[src/rtl/tlfbs_pkg.sv]
// Shared types and constants of the two-level FCFS batch scheduler.
package tlfbs_pkg;

    localparam int unsigned TimeW = 16;
    localparam int unsigned FinW  = 23;
    localparam int unsigned SumW  = 29;
    localparam int unsigned IdxW  = 6;

    typedef struct packed {
        logic             cls;
        logic [TimeW-1:0] bur;
        logic [TimeW-1:0] arr;
    } t_job;

    typedef struct packed {
        logic load_wr;
        logic scan_issue;
        logic decide;
        logic emit_calc;
        logic emit_next;
        logic batch_clr;
    } t_cmd;

    typedef struct packed {
        logic idx_last;
        logic found;
        logic sched_done;
        logic out_last;
    } t_sts;

endpackage

[src/rtl/tlfbs_ctrl.sv]
// Sequencer for loading, scheduling passes and result output.
module tlfbs_ctrl (
    input  logic            i_clk,
    input  logic            i_rst_n,
    input  logic            i_valid,
    input  logic            i_last_job,
    input  logic            i_out_ready,
    input  tlfbs_pkg::t_sts i_sts,
    output logic            o_in_ready,
    output logic            o_out_valid,
    output tlfbs_pkg::t_cmd o_cmd
);

    localparam logic [2:0] S_LOAD   = 3'd0;
    localparam logic [2:0] S_SCAN   = 3'd1;
    localparam logic [2:0] S_DRAIN  = 3'd2;
    localparam logic [2:0] S_DECIDE = 3'd3;
    localparam logic [2:0] S_ERD    = 3'd4;
    localparam logic [2:0] S_ECALC  = 3'd5;
    localparam logic [2:0] S_EOUT   = 3'd6;

    logic [2:0] r_state;
    logic [2:0] n_state;

    always_comb begin
        n_state = r_state;
        o_cmd   = '0;
        unique case (r_state)
            S_LOAD: begin
                o_cmd.load_wr = i_valid;
                if (i_valid && i_last_job) begin
                    n_state = S_SCAN;
                end
            end
            S_SCAN: begin
                o_cmd.scan_issue = 1'b1;
                if (i_sts.idx_last) begin
                    n_state = S_DRAIN;
                end
            end
            S_DRAIN: begin
                n_state = S_DECIDE;
            end
            S_DECIDE: begin
                o_cmd.decide = 1'b1;
                if (i_sts.found && i_sts.sched_done) begin
                    n_state = S_ERD;
                end else begin
                    n_state = S_SCAN;
                end
            end
            S_ERD: begin
                n_state = S_ECALC;
            end
            S_ECALC: begin
                o_cmd.emit_calc = 1'b1;
                n_state = S_EOUT;
            end
            S_EOUT: begin
                if (i_out_ready) begin
                    if (i_sts.out_last) begin
                        o_cmd.batch_clr = 1'b1;
                        n_state = S_LOAD;
                    end else begin
                        o_cmd.emit_next = 1'b1;
                        n_state = S_ERD;
                    end
                end
            end
            default: begin
                n_state = S_LOAD;
            end
        endcase
    end

    always_ff @(posedge i_clk) begin
        if (!i_rst_n) begin
            r_state <= S_LOAD;
        end else begin
            r_state <= n_state;
        end
    end

    assign o_in_ready  = (r_state == S_LOAD);
    assign o_out_valid = (r_state == S_EOUT);

endmodule

[src/rtl/tlfbs_dp.sv]
// Job storage, selection scan, schedule clock and result arithmetic.
module tlfbs_dp #(
    parameter int unsigned MAX_JOBS = 64
) (
    input  logic                          i_clk,
    input  logic                          i_rst_n,
    input  tlfbs_pkg::t_cmd               i_cmd,
    input  logic [tlfbs_pkg::TimeW-1:0]   i_arrival_time,
    input  logic [tlfbs_pkg::TimeW-1:0]   i_burst_time,
    input  logic                          i_is_user,
    output tlfbs_pkg::t_sts               o_sts,
    output logic [tlfbs_pkg::IdxW-1:0]    o_job_index,
    output logic [tlfbs_pkg::FinW-1:0]    o_completion_time,
    output logic [tlfbs_pkg::FinW-1:0]    o_turnaround_time,
    output logic [tlfbs_pkg::FinW-1:0]    o_waiting_time,
    output logic [tlfbs_pkg::SumW-1:0]    o_sum_turnaround,
    output logic [tlfbs_pkg::SumW-1:0]    o_sum_waiting,
    output logic                          o_last_result
);

    localparam int unsigned IW = $clog2(MAX_JOBS);
    localparam int unsigned CW = $clog2(MAX_JOBS + 1);
    localparam int unsigned TW = tlfbs_pkg::TimeW;
    localparam int unsigned FW = tlfbs_pkg::FinW;
    localparam int unsigned SW = tlfbs_pkg::SumW;

    tlfbs_pkg::t_job mem_job [MAX_JOBS];
    logic [FW-1:0]   mem_fin [MAX_JOBS];

    logic [MAX_JOBS-1:0] r_done;
    logic [CW-1:0]       r_cnt;
    logic [CW-1:0]       r_sched;
    logic [IW-1:0]       r_idx;
    logic [FW-1:0]       r_clock;

    tlfbs_pkg::t_job r_rd_job;
    logic [FW-1:0]   r_rd_fin;
    logic            r_rd_done;
    logic [IW-1:0]   r_rd_idx;
    logic            r_cmp_vld;

    logic            r_found;
    logic            r_any;
    logic [IW-1:0]   r_pick;
    logic            r_pcls;
    logic [TW-1:0]   r_parr;
    logic [TW-1:0]   r_pbur;
    logic [TW-1:0]   r_next;

    logic [SW-1:0]   r_stat;
    logic [SW-1:0]   r_swt;

    logic            cand;
    logic            arrived;
    logic            better;
    logic            upd_next;
    logic            idx_last;
    logic [FW-1:0]   clock_run;
    logic [FW-1:0]   tat;
    logic [FW-1:0]   wt;
    logic [SW-1:0]   n_stat;
    logic [SW-1:0]   n_swt;

    assign cand     = r_cmp_vld && !r_rd_done;
    assign arrived  = {{(FW-TW){1'b0}}, r_rd_job.arr} <= r_clock;
    assign better   = cand && arrived && (!r_found || (r_rd_job.cls < r_pcls) ||
                      ((r_rd_job.cls == r_pcls) && (r_rd_job.arr < r_parr)));
    assign upd_next = cand && (!r_any || (r_rd_job.arr < r_next));
    assign idx_last = ({1'b0, r_idx} == (r_cnt - CW'(1)));
    assign clock_run = r_clock + {{(FW-TW){1'b0}}, r_pbur};

    assign tat    = r_rd_fin - {{(FW-TW){1'b0}}, r_rd_job.arr};
    assign wt     = tat - {{(FW-TW){1'b0}}, r_rd_job.bur};
    assign n_stat = r_stat + {{(SW-FW){1'b0}}, tat};
    assign n_swt  = r_swt + {{(SW-FW){1'b0}}, wt};

    always_ff @(posedge i_clk) begin
        if (i_cmd.load_wr && (r_cnt < CW'(MAX_JOBS))) begin
            mem_job[r_cnt[IW-1:0]] <= '{cls: i_is_user, bur: i_burst_time,
                                        arr: i_arrival_time};
        end
        r_rd_job <= mem_job[r_idx];
    end

    always_ff @(posedge i_clk) begin
        if (i_cmd.decide && r_found) begin
            mem_fin[r_pick] <= clock_run;
        end
        r_rd_fin <= mem_fin[r_idx];
    end

    always_ff @(posedge i_clk) begin
        r_rd_done <= r_done[r_idx];
        r_rd_idx  <= r_idx;
        if (better) begin
            r_pick <= r_rd_idx;
            r_pcls <= r_rd_job.cls;
            r_parr <= r_rd_job.arr;
            r_pbur <= r_rd_job.bur;
        end
        if (upd_next) begin
            r_next <= r_rd_job.arr;
        end
    end

    always_ff @(posedge i_clk) begin
        if (!i_rst_n) begin
            r_done    <= '0;
            r_cnt     <= '0;
            r_sched   <= '0;
            r_idx     <= '0;
            r_clock   <= '0;
            r_cmp_vld <= 1'b0;
            r_found   <= 1'b0;
            r_any     <= 1'b0;
        end else begin
            r_cmp_vld <= i_cmd.scan_issue;
            if (better) begin
                r_found <= 1'b1;
            end
            if (cand) begin
                r_any <= 1'b1;
            end
            if (i_cmd.load_wr && (r_cnt < CW'(MAX_JOBS))) begin
                r_cnt <= r_cnt + CW'(1);
            end
            if (i_cmd.scan_issue || i_cmd.emit_next) begin
                r_idx <= r_idx + IW'(1);
            end
            if (i_cmd.decide) begin
                r_idx   <= '0;
                r_found <= 1'b0;
                r_any   <= 1'b0;
                if (r_found) begin
                    r_clock        <= clock_run;
                    r_done[r_pick] <= 1'b1;
                    r_sched        <= r_sched + CW'(1);
                end else begin
                    r_clock <= {{(FW-TW){1'b0}}, r_next};
                end
            end
            if (i_cmd.batch_clr) begin
                r_done  <= '0;
                r_cnt   <= '0;
                r_sched <= '0;
                r_idx   <= '0;
                r_clock <= '0;
            end
        end
    end

    always_ff @(posedge i_clk) begin
        if (i_cmd.decide) begin
            r_stat <= '0;
            r_swt  <= '0;
        end else if (i_cmd.emit_calc) begin
            r_stat <= n_stat;
            r_swt  <= n_swt;
        end
        if (i_cmd.emit_calc) begin
            o_job_index       <= tlfbs_pkg::IdxW'(r_idx);
            o_completion_time <= r_rd_fin;
            o_turnaround_time <= tat;
            o_waiting_time    <= wt;
            o_sum_turnaround  <= idx_last ? n_stat : '0;
            o_sum_waiting     <= idx_last ? n_swt : '0;
            o_last_result     <= idx_last;
        end
    end

    assign o_sts.idx_last   = idx_last;
    assign o_sts.found      = r_found;
    assign o_sts.sched_done = ((r_sched + CW'(1)) == r_cnt);
    assign o_sts.out_last   = o_last_result;

endmodule

[src/rtl/two_level_fcfs_batch_scheduler_unit.sv]
// Top level of the two-level FCFS batch scheduler.
// Loading takes one job beat per cycle; the beat with i_last_job starts the schedule.
// Each scheduling pass reads all n held jobs through one memory port, and a batch needs
// at most 2n passes (one pick per pass, plus clock jumps when idle).
// Results then leave in load order; each is held until i_ready, and the next is read only after that.
// Synchronous active-low reset empties the batch; job storage is not cleared.
module two_level_fcfs_batch_scheduler_unit #(
    parameter int unsigned MAX_JOBS = 64
) (
    input  logic                        i_clk,
    input  logic                        i_rst_n,
    input  logic                        i_valid,
    output logic                        o_ready,
    input  logic [tlfbs_pkg::TimeW-1:0] i_arrival_time,
    input  logic [tlfbs_pkg::TimeW-1:0] i_burst_time,
    input  logic                        i_is_user,
    input  logic                        i_last_job,
    output logic                        o_valid,
    input  logic                        i_ready,
    output logic [tlfbs_pkg::IdxW-1:0]  o_job_index,
    output logic [tlfbs_pkg::FinW-1:0]  o_completion_time,
    output logic [tlfbs_pkg::FinW-1:0]  o_turnaround_time,
    output logic [tlfbs_pkg::FinW-1:0]  o_waiting_time,
    output logic [tlfbs_pkg::SumW-1:0]  o_sum_turnaround,
    output logic [tlfbs_pkg::SumW-1:0]  o_sum_waiting,
    output logic                        o_last_result
);

    tlfbs_pkg::t_cmd cmd;
    tlfbs_pkg::t_sts sts;

    tlfbs_ctrl u_ctrl (
        .i_clk       (i_clk),
        .i_rst_n     (i_rst_n),
        .i_valid     (i_valid),
        .i_last_job  (i_last_job),
        .i_out_ready (i_ready),
        .i_sts       (sts),
        .o_in_ready  (o_ready),
        .o_out_valid (o_valid),
        .o_cmd       (cmd)
    );

    tlfbs_dp #(
        .MAX_JOBS (MAX_JOBS)
    ) u_dp (
        .i_clk             (i_clk),
        .i_rst_n           (i_rst_n),
        .i_cmd             (cmd),
        .i_arrival_time    (i_arrival_time),
        .i_burst_time      (i_burst_time),
        .i_is_user         (i_is_user),
        .o_sts             (sts),
        .o_job_index       (o_job_index),
        .o_completion_time (o_completion_time),
        .o_turnaround_time (o_turnaround_time),
        .o_waiting_time    (o_waiting_time),
        .o_sum_turnaround  (o_sum_turnaround),
        .o_sum_waiting     (o_sum_waiting),
        .o_last_result     (o_last_result)
    );

    a_no_load_while_emit: assert property (@(posedge i_clk) disable iff (!i_rst_n)
        !(o_ready && o_valid))
        else $error("Input accepted while a result is pending.");

    a_reload_after_last: assert property (@(posedge i_clk) disable iff (!i_rst_n)
        (o_valid && i_ready && o_last_result) |=> o_ready)
        else $error("Block did not return to loading after the final result.");

    a_no_result_after_load: assert property (@(posedge i_clk) disable iff (!i_rst_n)
        (i_valid && o_ready) |=> !o_valid)
        else $error("Result appeared directly after a load beat.");

    a_gap_between_results: assert property (@(posedge i_clk) disable iff (!i_rst_n)
        (o_valid && i_ready && !o_last_result) |=> !o_valid)
        else $error("Result repeated without a fresh read.");

endmodule
[config.mk]
export PLATFORM = sky130hd
export DESIGN_NAME = two_level_fcfs_batch_scheduler_unit
export DESIGN_NICKNAME = d
export VERILOG_FILES = /design/src/rtl/tlfbs_pkg.sv /design/src/rtl/tlfbs_ctrl.sv /design/src/rtl/tlfbs_dp.sv /design/src/rtl/two_level_fcfs_batch_scheduler_unit.sv
export SDC_FILE = /design/constraint.sdc
export NUM_CORES = 2
export LEC_CHECK = 0
export BUFFER_PORTS_ARGS = -buffer_cell sky130_fd_sc_hd__buf_2
export CORE_MARGIN = 1.5
export CORE_UTILIZATION = 30
export DETAILED_ROUTE_END_ITERATION = 10
export GPL_ROUTABILITY_DRIVEN = 1
export GPL_TIMING_DRIVEN = 1
export PLACE_DENSITY_LB_ADDON = 0.15
export SETUP_SLACK_MARGIN = 0.02
export SLEW_MARGIN = 15
export SYNTH_ARGS = -nofsm -noshare
export SYNTH_HDL_FRONTEND = slang
export SYNTH_SLANG_ARGS = --single-unit
[constraint.sdc]
create_clock -name i_clk -period 6.5 [get_ports i_clk]
set_clock_uncertainty 0.1 [all_clocks]
set_input_delay 1.3 -clock i_clk [delete_from_list [all_inputs] [get_ports i_clk]]
set_output_delay 1.3 -clock i_clk [all_outputs]
set_load 0.005 [all_outputs]
==> flow_summary.toml <==
[layout]
layout.nets = 7834
stdcell_count = 15000
area_growth_pct = 17.0
utilization_pct = 35.3
drive_gt1_share_pct = 30.9

[detailed_routing]
dr.pass1.iters = 5
routed_wl_um = 452000
first_iter_violations = 6412
vias = 74200
vias_per_cell = 4.96
drc = 0
post_drt_wl_per_cell_um = 30.2
ant_nets = 0

[timing]
finalMaxSlewViolations = 0
grt_setup_unrepaired = "yes"
worst_pin_slew_ps = 1220
relSlewSlack_pct = 18.4
max_freq_mhz = 161
hold_violations = 0
whs_ps = 291
period_minus_slack_ps = 6210
min_period_over_period_pct = 95.5
final-setup-viol-count = 0

[synth]
syn_inst = 7089
synth-edff-count = 3773
syn_nets = 7277
ys_warn_count = 0
synth_area_sq_um = 156000
syn_avg_cell_area_sq_um = 22.0
synth_seq_cells = 4007
async_flop_share_pct = 0
ys.flop_type = "edfxtp_1"
synth_cell_types = 78
synth_sequential_area_ratio_pct = 75.7

[worst_setup_path]
cp_max_fo = 11
cp_common_cell = "ha_1"
cp-end-kind = "flop"
worstSetupStartpointType = "flop"
slowest_stage = "fa_1"
cp-startpoint = "u_dp.r_rd_fin[0]"
cp.arrival_ps = 6820
r2r-start = "u_dp.r_rd_fin[0]"
path_class = "flop to flop"
cp.required_ps = 7110
cpPeakStageDelay_ps = 400

[power]
vdd_drop_max_v = 0.000340
combinationalPowerShare_pct = 19.3
seq_power_share_pct = 44.0
p_clk_share_pct = 36.7
power_density_nw_per_um2 = 365
intPower_mw = 48.7
p_sw_share_pct = 26.9
p_leak_nw = 55.9
p_switching_mw = 17.9

[placed_design]
portBuffers = 173
place_congestion = 0.791
hpwl_um = 266000
place_inst = 14100

[worst_hold_path]
min_from = "u_dp.r_rd_idx[1]"
min_path_type = "flop to flop"

[outcome]
run_status = "completed"

[clock_tree]
cts_hold_buf = 0
clk_latency_ps = 1000
cts_sinks = 4007
cts-buffers-inserted = 430
cts_htree_levels = 5
clockBufferDepth = 4
cts_tree = "done"
clk_root_buffer_cell = "clkbuf_16"
clk_pin_slew_worst_paths_ps = 60

[die]
row_count = 264
die_height_um = 724
ios = 174
die_width_um = 724
design.die.area_sq_um = 524000
start_util_pct = 30.1
core_area_sq_um = 517000

[global_route]
globalRouteOverflowTotal = 0
grt_usage_pct = 17.0
antenna_found_initial = 42
grt_max_degree = 112
grt_pass1_wl_um = 630000
grt_pass1_vias = 78100

[job]
cap_violations = 0
==> what timing repair did <==
item / CTS / global route
setup buffers: 0 / 2
endpoints found under the setup margin: 0 / 14
resized for setup: 0 / 15
==> cell usage after synthesis, types with 6 or more instances <==
cell type	n	area, sq um
nand2_1	105	394
a211oi_1	15	113
o211ai_1	14	105
o21ai_0	77	385
nor3_1	32	160
xor2_1	54	473
mux2i_1	18	180
dfxtp_1	234	4680
or3_1	22	138
a21oi_1	110	551
edfxtp_1	3773	113000
nor2_1	397	1490
nor2b_1	25	156
buf_2	34	170
mux4_2	1197	27000
xnor2_1	81	709
ha_1	145	1810
o22ai_1	18	113
nand3_1	47	235
nand4_1	14	87.6
nand2b_1	18	113
o2111ai_1	6	52.6
a21o_1	38	285
o41ai_1	8	70.1
a31oi_1	9	56.3
and2_1	11	68.8
inv_1	111	417
buf_1	52	195
and3_1	14	87.6
o21a_1	40	300
nand3b_1	9	67.6
clkbuf_1	252	946
==> worst max-delay path: cells and delay by family, from the launching register on <==
| family | cells | cell delay (ps) |
|---|---|---|
| AOI/OAI and AO/OA | 12 | 2490 |
| xor gates and xnor gates | 3 | 620 |
| adders and majority gates | 4 | 1240 |
| buffers and inverters | 4 | 500 |
| DFF | 1 | 310 |
| and+or+nand+nor | 5 | 690 |
==> worst paths after layout <==
| check | end | slack, ps | cells past startpoint |
|---|---|---|---|
| max | u_dp.o_sum_waiting[23] | 290 | 28 |
| min | u_dp.r_pick[1] | 290 | 0 |
| min reg2reg | u_dp.r_pick[1] | 290 | 0 |
| max reg2reg | u_dp.o_sum_waiting[23] | 290 | 28 |
==> metal layers <==
layer	vias to the layer above	part of all wire (%)	GRT usage, %
met3	561	3.7	1.94
met2	1562	51	30.0
met1	41200	43	22.5
met5	-	0.0029	0
li1	30900	-	-
met4	2	2.2	3.70
==> state kept, by name (all words and copies together) (netlist names), 29 cells and up <==
register and count:
u_dp.mem_fin 1472, u_dp.r_stat 29, u_dp.mem_job 2112, u_dp.r_done 64, u_dp.r_swt 29, u_dp.o_sum_turnaround 29
u_dp.r_rd_job 33, u_dp.o_sum_waiting 29
==> cells by family after synthesis <==
| family | Yosys count | share of synthesized area [%] |
|---|---|---|
| DFF | 4007 | 75.7 |
| muxes | 1215 | 17.4 |
| and+or+nand+nor | 729 | 2.10 |
| buffers and inverters | 452 | 1.13 |
| AOI/OAI and AO/OA | 400 | 1.68 |
| adders and majority gates | 151 | 1.23 |
| xor gates and xnor gates | 135 | 0.759 |
==> final cells by class <==
type / count / area, sq um
clock inverters: 232 / 2320
multi-input cells: 2630 / 37500
inverters: 112 / 425
well taps: 6916 / 8650
clock buffers: 561 / 11600
repair buffers: 465 / 3800
fillers: 47800 / 335000
flip-flops and latches: 4007 / 118000
diodes: 27 / 67.6
==> per-stage QoR <==
step	total power [mW]	cell area, sq um	worst slack, ps	TNS [ps]
floorplan	38.2	156000	877	0
global placement	42.6	168000	109	0
detailed placement	42.7	168000	78.2	0
CTS	67.3	182000	41.8	0
global route	69.2	182000	-139	-328
finish	66.6	182000	292	0
==> power by group through the flow <==
stage	registers, mW	clock network, mW	logic [mW]
floorplan	29.6	0	8.55
global placement	29.8	0	12.8
detailed placement	29.8	0	12.9
CTS	29.3	25.1	13.0
global route	29.3	26.0	13.9
finish	29.3	24.5	12.8
==> layout by cell type (no fill, tap or decap), types with 11 or more instances in the layout <==
master,instances
edfxtp_1,3773
mux4_2,1197
clkbuf_16,438
nor2_1,267
buf_4,256
dfxtp_1,226
buf_2,157
ha_1,144
nor2_4,129
inv_1,109
a21oi_1,108
nand2_1,103
clkbuf_1,102
clkinv_1,82
clkinv_2,79
o21ai_0,76
xnor2_1,66
xor2_1,46
buf_12,45
nand3_1,44
bufinv_16,42
o21a_1,40
a21o_1,38
nor3_1,30
diode_2,27
nor2b_1,25
or3_1,22
clkbuf_8,21
o22ai_1,18
nand2b_1,18
mux2i_1,18
a211oi_1,15
nand4_1,14
o211ai_1,14
and3_1,14
xnor2_2,12
clkinvlp_4,12
and2_1,11
Note: power is estimated with default switching activity, not from simulation.
